==> config.mk <==
export PLATFORM = sky130hd
export DESIGN_NAME = joystick_direction_detector_core
export DESIGN_NICKNAME = d
export VERILOG_FILES = /design/src/rtl/jdd_pkg.sv /design/src/rtl/jdd_cfg_regs.sv /design/src/rtl/jdd_axis.sv /design/src/rtl/joystick_direction_detector_core.sv
export SDC_FILE = /design/constraint.sdc
export NUM_CORES = 1
export LEC_CHECK = 0
export ABC_CLOCK_PERIOD_IN_PS = 2200
export BUFFER_PORTS_ARGS = -buffer_cell sky130_fd_sc_hd__buf_2
export CAP_MARGIN = 40
export CORE_UTILIZATION = 50
export DETAILED_ROUTE_END_ITERATION = 7
export PLACE_DENSITY = 0.72
export SLEW_MARGIN = 15
export SYNTH_ARGS = -nofsm -noshare
export SYNTH_HDL_FRONTEND = slang
export SYNTH_SLANG_ARGS = --single-unit
==> constraint.sdc <==
create_clock -name clk -period 2.2 [get_ports clk]
set_clock_uncertainty 0.1 [all_clocks]
set_input_delay 0.44 -clock clk [delete_from_list [all_inputs] [get_ports clk]]
set_output_delay 0.44 -clock clk [all_outputs]
set_load 0.03 [all_outputs]
==> src/rtl/jdd_pkg.sv <==
// Shared types, codes and constants of the joystick direction detector.
package jdd_pkg;

	// Raw converter sample width.
	localparam int SAMPLE_BITS = 12;
	localparam int EVENT_BITS  = 3;
	localparam int HELD_BITS   = 2;
	localparam int PHASE_BITS  = 3;
	localparam int CFG_IDX_BITS = 2;

	// Configuration register indexes.
	localparam logic [CFG_IDX_BITS-1:0] REG_NEG_ENTER   = 2'd0;
	localparam logic [CFG_IDX_BITS-1:0] REG_NEG_CONFIRM = 2'd1;
	localparam logic [CFG_IDX_BITS-1:0] REG_POS_ENTER   = 2'd2;
	localparam logic [CFG_IDX_BITS-1:0] REG_POS_CONFIRM = 2'd3;

	// Threshold reset values in raw counts.
	localparam logic [SAMPLE_BITS-1:0] NEG_ENTER_RST   = SAMPLE_BITS'(1229);
	localparam logic [SAMPLE_BITS-1:0] NEG_CONFIRM_RST = SAMPLE_BITS'(1024);
	localparam logic [SAMPLE_BITS-1:0] POS_ENTER_RST   = SAMPLE_BITS'(2866);
	localparam logic [SAMPLE_BITS-1:0] POS_CONFIRM_RST = SAMPLE_BITS'(3071);

	// Axis qualifier phases.
	localparam logic [PHASE_BITS-1:0] PH_IDLE     = 3'd0;
	localparam logic [PHASE_BITS-1:0] PH_NEG_CONF = 3'd1;
	localparam logic [PHASE_BITS-1:0] PH_NEG_HELD = 3'd2;
	localparam logic [PHASE_BITS-1:0] PH_POS_CONF = 3'd3;
	localparam logic [PHASE_BITS-1:0] PH_POS_HELD = 3'd4;

	// Event codes.
	localparam logic [EVENT_BITS-1:0] EV_NONE      = 3'd0;
	localparam logic [EVENT_BITS-1:0] EV_NEG_PRESS = 3'd1;
	localparam logic [EVENT_BITS-1:0] EV_NEG_REL   = 3'd2;
	localparam logic [EVENT_BITS-1:0] EV_POS_PRESS = 3'd3;
	localparam logic [EVENT_BITS-1:0] EV_POS_REL   = 3'd4;

	// Held direction codes.
	localparam logic [HELD_BITS-1:0] HELD_NONE = 2'd0;
	localparam logic [HELD_BITS-1:0] HELD_NEG  = 2'd1;
	localparam logic [HELD_BITS-1:0] HELD_POS  = 2'd2;

	typedef struct packed {
		logic [SAMPLE_BITS-1:0] sample_x;
		logic [SAMPLE_BITS-1:0] sample_y;
	} jdd_in_t;

	typedef struct packed {
		logic [EVENT_BITS-1:0] event_x;
		logic [EVENT_BITS-1:0] event_y;
		logic [HELD_BITS-1:0]  held_x;
		logic [HELD_BITS-1:0]  held_y;
	} jdd_out_t;

	typedef struct packed {
		logic [SAMPLE_BITS-1:0] neg_enter;
		logic [SAMPLE_BITS-1:0] neg_confirm;
		logic [SAMPLE_BITS-1:0] pos_enter;
		logic [SAMPLE_BITS-1:0] pos_confirm;
	} jdd_thresh_t;

endpackage

==> src/rtl/jdd_cfg_regs.sv <==
// Threshold register file written through the configuration port.
module jdd_cfg_regs import jdd_pkg::*; (
	input  logic                    clk,
	input  logic                    arst_n,
	input  logic                    cfg_we,
	input  logic [CFG_IDX_BITS-1:0] cfg_index,
	input  logic [SAMPLE_BITS-1:0]  cfg_data,
	output jdd_thresh_t             thresh
);

	jdd_thresh_t thresh_q;

	// Decode the register index and update the addressed threshold.
	always_ff @(posedge clk or negedge arst_n) begin
		if (!arst_n) begin
			thresh_q.neg_enter   <= NEG_ENTER_RST;
			thresh_q.neg_confirm <= NEG_CONFIRM_RST;
			thresh_q.pos_enter   <= POS_ENTER_RST;
			thresh_q.pos_confirm <= POS_CONFIRM_RST;
		end else if (cfg_we) begin
			unique case (cfg_index)
				REG_NEG_ENTER:   thresh_q.neg_enter   <= cfg_data;
				REG_NEG_CONFIRM: thresh_q.neg_confirm <= cfg_data;
				REG_POS_ENTER:   thresh_q.pos_enter   <= cfg_data;
				REG_POS_CONFIRM: thresh_q.pos_confirm <= cfg_data;
				default: ;
			endcase
		end
	end

	assign thresh = thresh_q;

endmodule

==> src/rtl/jdd_axis.sv <==
// Five-phase hysteresis qualifier for one joystick axis.
module jdd_axis import jdd_pkg::*; (
	input  logic                   clk,
	input  logic                   arst_n,
	input  logic                   advance,
	input  logic [SAMPLE_BITS-1:0] sample,
	input  jdd_thresh_t            thresh,
	output logic [EVENT_BITS-1:0]  event_code,
	output logic [HELD_BITS-1:0]   held
);

	logic [PHASE_BITS-1:0] phase_q;
	logic [PHASE_BITS-1:0] phase_d;

	// Next phase and event for the current sample.
	always_comb begin
		phase_d    = phase_q;
		event_code = EV_NONE;
		unique case (phase_q)
			PH_NEG_CONF: begin
				if (sample < thresh.neg_confirm) begin
					phase_d    = PH_NEG_HELD;
					event_code = EV_NEG_PRESS;
				end else begin
					phase_d = PH_IDLE;
				end
			end
			PH_NEG_HELD: begin
				if (sample >= thresh.neg_enter) begin
					phase_d    = PH_IDLE;
					event_code = EV_NEG_REL;
				end
			end
			PH_POS_CONF: begin
				if (sample > thresh.pos_confirm) begin
					phase_d    = PH_POS_HELD;
					event_code = EV_POS_PRESS;
				end else begin
					phase_d = PH_IDLE;
				end
			end
			PH_POS_HELD: begin
				if (sample <= thresh.pos_enter) begin
					phase_d    = PH_IDLE;
					event_code = EV_POS_REL;
				end
			end
			// Idle; unused codes behave the same way.
			default: begin
				if (sample < thresh.neg_enter) begin
					phase_d = PH_NEG_CONF;
				end else if (sample > thresh.pos_enter) begin
					phase_d = PH_POS_CONF;
				end else begin
					phase_d = PH_IDLE;
				end
			end
		endcase
	end

	// Held direction after this sample.
	always_comb begin
		case (phase_d)
			PH_NEG_HELD: held = HELD_NEG;
			PH_POS_HELD: held = HELD_POS;
			default:     held = HELD_NONE;
		endcase
	end

	// The phase moves only when the sample is handed to the result register.
	always_ff @(posedge clk or negedge arst_n) begin
		if (!arst_n) begin
			phase_q <= PH_IDLE;
		end else if (advance) begin
			phase_q <= phase_d;
		end
	end

endmodule

==> src/rtl/joystick_direction_detector_core.sv <==
// Top level: input register, two axis qualifiers, result register.
// An accepted beat passes the input register, then the result register, to out_valid.
// Throughput: one pair per cycle unless stalled; the only loop is each axis phase register.
// out_stall reaches in_stall within the same cycle through the result register's load enable.
// Reset (arst_n low): both axes return to idle, the pipeline empties and the
// thresholds take their default raw counts.
module joystick_direction_detector_core import jdd_pkg::*; (
	input  logic                    clk,
	input  logic                    arst_n,
	input  logic                    in_valid,
	output logic                    in_stall,
	input  jdd_in_t                 in_data,
	output logic                    out_valid,
	input  logic                    out_stall,
	output jdd_out_t                out_data,
	input  logic                    cfg_we,
	input  logic [CFG_IDX_BITS-1:0] cfg_index,
	input  logic [SAMPLE_BITS-1:0]  cfg_data
);

	jdd_thresh_t thresh;
	logic        valid_s1;
	jdd_in_t     data_s1;
	logic        valid_s2;
	jdd_out_t    data_s2;
	jdd_out_t    result;
	logic        advance;
	logic        in_take;

	jdd_cfg_regs u_cfg (
		.clk       (clk),
		.arst_n    (arst_n),
		.cfg_we    (cfg_we),
		.cfg_index (cfg_index),
		.cfg_data  (cfg_data),
		.thresh    (thresh)
	);

	// Handshake: the stage-one beat moves on when the result register is free.
	assign advance  = valid_s1 && (!valid_s2 || !out_stall);
	assign in_stall = valid_s1 && !advance;
	assign in_take  = in_valid && !in_stall;

	// Input register.
	always_ff @(posedge clk or negedge arst_n) begin
		if (!arst_n) begin
			valid_s1 <= 1'b0;
		end else if (in_take) begin
			valid_s1 <= 1'b1;
		end else if (advance) begin
			valid_s1 <= 1'b0;
		end
	end

	always_ff @(posedge clk) begin
		if (in_take) begin
			data_s1 <= in_data;
		end
	end

	jdd_axis u_axis_x (
		.clk        (clk),
		.arst_n     (arst_n),
		.advance    (advance),
		.sample     (data_s1.sample_x),
		.thresh     (thresh),
		.event_code (result.event_x),
		.held       (result.held_x)
	);

	jdd_axis u_axis_y (
		.clk        (clk),
		.arst_n     (arst_n),
		.advance    (advance),
		.sample     (data_s1.sample_y),
		.thresh     (thresh),
		.event_code (result.event_y),
		.held       (result.held_y)
	);

	// Result register.
	always_ff @(posedge clk or negedge arst_n) begin
		if (!arst_n) begin
			valid_s2 <= 1'b0;
		end else if (advance) begin
			valid_s2 <= 1'b1;
		end else if (!out_stall) begin
			valid_s2 <= 1'b0;
		end
	end

	always_ff @(posedge clk) begin
		if (advance) begin
			data_s2 <= result;
		end
	end

	assign out_valid = valid_s2;
	assign out_data  = data_s2;

endmodule

==> results.tsv, run 1 <==
metric	value	unit
status	finished with violations	
violated checks	setup timing	
Critical Path Start	u_cfg.thresh[17]	
Synth top area share	21.5	%
Die Ht	107	um
Post-Layout Cell Count	741	
initial antenna violation count	0	
clk_lat worst skew	0.39	ns
crit-path max FO	4	
Die ar.	11300	um2
htree depth	3	
largest net degree at the start of global routing	57	
DR vias/cell	5.71	
Reg clk slew, reported paths	0.10	ns
CP Data Arrival Time	2.60	ns
unrepaired setup endpoints after global routing	true	
ant diodes	0	
global placement routability congestion	0.891	
Placed Instances	712	
die width	107	um
r2r startpoint	u_cfg.thresh[17]	
R2R Path End	u_axis_y.phase_q[1]	
min Tclk post-route	2.41	ns
crit path capture type	flip-flop	
HP Class	in -> reg	
CORE AREA	10500	um2
R2R Setup Slk	-0.21	ns
CP Class	reg -> reg	
initial core utilization	52.2	%
Worst-Margin Slew	0.532	ns
P_leak	0.00314	uW
Cell Area, Synth	5460	um2
Final Power	5820	uW
Switch Pwr	2070	uW
sequential power share	40.0	%
Mapped Nets	626	
cell count after synthesis	489	
final WL	14100	um
aggregate global-route resource usage	26.2	%
CP Launch Type	flip-flop	
Final Setup Violations	9	
#FFs+latches synth	90	
port bufs	54	
hpwl dp	10000	um
I/O pin count	55	
GR Overflow Total	0	
asr flop ratio synth	62.2	%
drt first pass iters	5	
top cells by count, synth	ha_1 (94), inv_1 (53), mux2_2 (37), nand2_1 (36), edfxtp_1 (34)	
most frequent cell after synthesis	ha_1	
endpoints failing hold	0	
Clock Power Share	19.9	%
DR WL/cell	19.0	um
CTS sink cnt	90	
min setup slack post-route	-0.213	ns
Area growth syn-to-layout	28.8	%
Pwr Density	828	nW/um2
vias in the first global route	4413	
max capacitance violation total	0	
Int Pwr	3750	uW
WHS	0.126	ns
DR DRC count	0	
fin. max-slew vios	0	
Post-synth EDFFs	34	
WHS Path Cells	1	
Final ANT Viol Nets	0	
Seq/Total Area, Yosys	44.9	%
Comb power frac	40.1	%
Fill cells	779	
total CTS buffers	9	
via count	4234	
TritonCTS clock tree	done	
Synth Area per Inst	11.2	um2
CP required	2.38	ns
top cells by area, synth	ha_1 (22%), edfxtp_1 (19%), dfrtp_1 (15%)	
Ys Warns	0	
global-route wire length before repair	22100	um
maximum vdd drop	0.000407	V
share of layout cells above drive strength 1	43.3	%
pre-CTS setup slack	-0.352	ns
depth of the worst register-to-register path	8	
Yosys top cell by area	ha_1	
# rows	37	
Tcrit/Tclk final	110	%
Critical Path End	u_axis_y.phase_q[1]	
first-iteration detailed-routing DRC count	212	
Top FF cell, synth	edfxtp_1	
CTS max path bufs	2	
switching share of total power	35.5	%
post-synth cell types	46	
f_max	414	MHz
clk root buf	clkbuf_8	
worst rel slew slack	64.4	%
fin nets	737	
==> critical path, cell delays in order (launching register included) <==
cell and delay (ns):
dfstp_2 0.54, inv_2 0.05, ha_4 0.21, a21o_1 0.16, a221o_1 0.32, a221o_1 0.33, o22a_4 0.22, and3_4 0.17
o31a_1 0.23
==> flip-flops by register name, summed over array words and instances (netlist names) <==
name	cells
u_cfg.thresh	48
u_axis_x.phase_q	3
out_valid	1
out_data	10
valid_s1	1
u_axis_y.phase_q	3
data_s1	24
==> cells in the final DEF, fill, tap and decap left out, drive strengths merged, types with 10 or more instances in the layout <==
cell and count:
buf 105, nand4 16, clkbuf 10, mux2 37, nand2 36, dfstp 24
dfrtp 32, a21oi 32, a21o 12, o21ai 30, ha 94, nor2 13
edfxtp 34, inv 54, nor2b 11
==> power groups by stage <==
stage               combinational, uW  clock (uW)  sequential [uW]
detailed placement               1800           0             2320
CTS                              2040        1180             2300
floorplan                        1140           0             2350
finish                           2340        1160             2330
global placement                 1720           0             2310
global route                     2580        1250             2360
==> per-stage QoR <==
stage	util (%)	area, um2	setup TNS, ns
5_1_grt	67.2	7030	-1.73
6_report	67.2	7030	-0.902
3_3_place_gp	59.3	6210	-1.90
2_1_floorplan	-	5480	-0.135
3_5_place_dp	59.3	6210	-2.34
4_1_cts	64.7	6770	-1.07
==> cell families after synthesis <==
group / after synthesis / synth area share (%)
multiplexers: 37 / 7.63
buffers and inverters: 59 / 4.05
XOR/XNOR: 2 / 0.321
flip-flops: 90 / 44.9
AO/OA/AOI/OAI: 100 / 11.4
adder cells (fa/ha/maj): 94 / 21.5
AND/OR/NAND/NOR: 107 / 10.2
==> layout make-up <==
class | count | area, um2 | share of cell area [%]
clock buffers | 10 | 138 | 1.96
clock inverters | 6 | 63.8 | 0.907
inverters | 53 | 206 | 2.93
multi-input cells | 340 | 3300 | 46.9
flip-flops and latches | 90 | 2450 | 34.9
well taps | 136 | 170 | 2.42
repair buffers | 106 | 706 | 10.0
==> what timing repair did <==
item                                   in CTS  in global routing
setup endpoints to repair                  15                 16
pin swaps                                  33                 26
buffers inserted                            8                  5
hold buffers                                1                  0
endpoints found under the hold margin      32                  0
gates resized for setup                    52                 55
==> per-layer routing <==
| metal | wire length (um) | global-route usage, % | share of wire (%) |
|---|---|---|---|
| met1 | 6040 | 32.9 | 43 |
| met2 | 6860 | 42.9 | 49 |
| met3 | 587 | 3.99 | 4.2 |
| met4 | 606 | 15.3 | 4.3 |
| met5 | 0 | 0 | 0 |
==> worst min path at each step <==
stage / start / end / slack [ns]
final: in_data[19] / data_s1[19] / 0.13
after global routing: in_data[6] / data_s1[6] / 0.12
after global placement: arst_n / u_cfg.thresh[29] / 0.36
after detailed placement: arst_n / u_cfg.thresh[29] / 0.37
after floorplan: arst_n / out_valid / 0.04
after CTS: in_data[19] / data_s1[19] / 0.12
Note: power is estimated with default switching activity, not from simulation.
==> inputs of run 2 (changes only) <==
--- a/config.mk
+++ b/config.mk
@@ -8,9 +8,9 @@
 export ABC_CLOCK_PERIOD_IN_PS = 2200
 export BUFFER_PORTS_ARGS = -buffer_cell sky130_fd_sc_hd__buf_2
 export CAP_MARGIN = 40
-export CORE_UTILIZATION = 50
+export CORE_UTILIZATION = 44
 export DETAILED_ROUTE_END_ITERATION = 7
-export PLACE_DENSITY = 0.72
+export RECOVER_POWER = 25
 export SLEW_MARGIN = 15
 export SYNTH_ARGS = -nofsm -noshare
 export SYNTH_HDL_FRONTEND = slang
==> run 2 against run 1 <==
Effect of this change:
- the run still ends with setup timing left
- core utilization down 7.8 points
- power up 3.3%
- die area up 13%
- final area up 1.9%
- largest cell class unchanged
- critical path depth unchanged
==> results.tsv, run 2 (synthesis results as in run 1) <==
metric	value	unit	change
Fill cells	988		+27%
clk root buf	clkbuf_16		
global-route wire length before repair	21700	um	-1.7%
die width	113	um	+6.5%
Die Ht	113	um	+6.5%
Hold Path End	data_s1[1]		
CORE AREA	12100	um2	+15%
status	finished with violations		
HP Class	in -> reg		
initial antenna violation count	0		unchanged
Placed Instances	747		+4.9%
commonest non-fill, non-tap cell in the layout	ha_1		
clk_lat worst skew	0.36	ns	-0.03 ns
GR Overflow Total	0		unchanged
endpoints failing hold	0		unchanged
R2R Path End	u_axis_y.phase_q[1]		
Post-Layout Cell Count	780		+5.3%
WHS Path Cells	1		unchanged
DR DRC count	0		unchanged
total CTS buffers	9		unchanged
drt first pass iters	4		-1
# rows	40		+8.1%
Final ANT Viol Nets	0		unchanged
worst min-delay path startpoint	in_data[1]		
port bufs	54		unchanged
R2R Setup Slk	-0.24	ns	-0.03 ns
P_leak	0.00320	uW	+1.8%
fin nets	744		+0.95%
CTS max path bufs	2		unchanged
pre-CTS setup slack	-0.279	ns	+0.0721 ns
aggregate global-route resource usage	22.9	%	-3.3 points
first-iteration detailed-routing DRC count	171		-19%
worst rel slew slack	15.1	%	-49 points
depth of the worst register-to-register path	8		unchanged
DR WL/cell	18.0	um	-5.4%
TritonCTS clock tree	done		
vias in the first global route	4136		-6.3%
Worst-Margin Slew	1.27	ns	+0.741 ns
crit-path max FO	4		unchanged
Area growth syn-to-layout	31.2	%	
hpwl dp	10400	um	+3.3%
ant diodes	0		unchanged
r2r startpoint	u_cfg.thresh[17]		
unrepaired setup endpoints after global routing	true		
initial core utilization	45.3	%	-6.9 points
CP Class	reg -> reg		
DR vias/cell	5.31		-7.1%
CP Data Arrival Time	2.59	ns	about the same
I/O pin count	55		unchanged
violated checks	setup timing		
max FFs per register	48		unchanged
CTS sink cnt	90		unchanged
htree depth	3		unchanged
share of layout cells above drive strength 1	41.8	%	-1.5 points
most frequent cells in the layout	ha_1 (70), buf_2 (55), buf_4 (48)		
largest net degree at the start of global routing	57		unchanged
Pwr Density	839	nW/um2	+1.4%
min setup slack post-route	-0.242	ns	-0.0286 ns
final WL	14000	um	-0.43%
Die ar.	12900	um2	+13%
Final Setup Violations	10		+1
CP required	2.35	ns	-0.03 ns
Reg clk slew, reported paths	0.06	ns	-0.04 ns
maximum vdd drop	0.000451	V	+11%
crit path capture type	flip-flop		
min Tclk post-route	2.44	ns	+0.0286 ns
f_max	410	MHz	-1.2%
WHS	0.153	ns	+0.0271 ns
global placement routability congestion	0.846		-5.0%
Tcrit/Tclk final	111	%	+1.3 points
via count	4141		-2.2%
CP Launch Type	flip-flop		
fin. max-slew vios	0		unchanged
max capacitance violation total	0		unchanged
run 2: cell types whose count changed in the layout (fill, tap and decap cells not counted), sizes merged:
cell	delta
bufinv	-1
buf	+7
clkinv	+2
clkbuf	-1
run 2: worst max path at each step:
stage / startpoint / to / cells after the start
global route: u_cfg.thresh[17] / u_axis_y.phase_q[1] / 8
global placement: u_cfg.thresh[17] / u_axis_y.phase_q[1] / 8
floorplan: u_cfg.thresh[17] / u_axis_y.phase_q[1] / 8
CTS: u_cfg.thresh[17] / u_axis_y.phase_q[1] / 8
finish: u_cfg.thresh[17] / u_axis_y.phase_q[1] / 8
detailed placement: data_s1[5] / u_axis_y.phase_q[1] / 8
run 2: final cells by class:
type	instances	area [um2]	share of cell area, %
flip-flops and latches	90	2450	34.2
multi-input cells	340	3280	45.8
repair buffers	113	747	10.4
clock inverters	7	45.0	0.629
clock buffers	9	225	3.14
inverters	53	201	2.81
well taps	168	210	2.93
run 2: layer usage:
metal	vias up	GRT usage, %	part of all wire [%]
li1	2031	-	-
met1	2012	29.3	45
met2	74	38.3	50
met3	24	4.36	2.7
met4	0	9.04	2.2
met5	-	0	0
run 2: power by group:
part           total, uW  leakage (uW)  switching (uW)  internal [uW]
combinational       2280       0.00211            1200           1080
sequential          2320      0.000967             211           2110
clock               1410      0.000127             650            760
run 2: repair_timing:
action / 4_1_cts / 5_1_grt
gates cloned: 0 / 0
hold endpoints to repair: 32 / 0
resized for setup: 55 / 37
pin swaps: 28 / 30
setup endpoints to repair: 13 / 14
setup buffers: 8 / 8
hold buffers: 1 / 0
run 2: worst max-delay path, cell delays in order (launching register included):
cell and delay (ns):
dfstp_2 0.53, inv_2 0.05, ha_4 0.21, a21o_1 0.17
a221o_1 0.32, a221o_1 0.33, o22a_4 0.23, and3_4 0.16
o31a_1 0.22
run 2: through the flow:
stage                     setup TNS [ns]  cell area (um2)  utilization, %  total power (uW)
after detailed placement           -1.69             6270            52.0              4140
final                              -1.43             7170            59.4              6010
after CTS                         -0.923             6890            57.1              5830
after global routing               -2.45             7170            59.4              6390
after floorplan                   -0.135             5480               -              3490
after global placement             -1.39             6270            52.0              4060
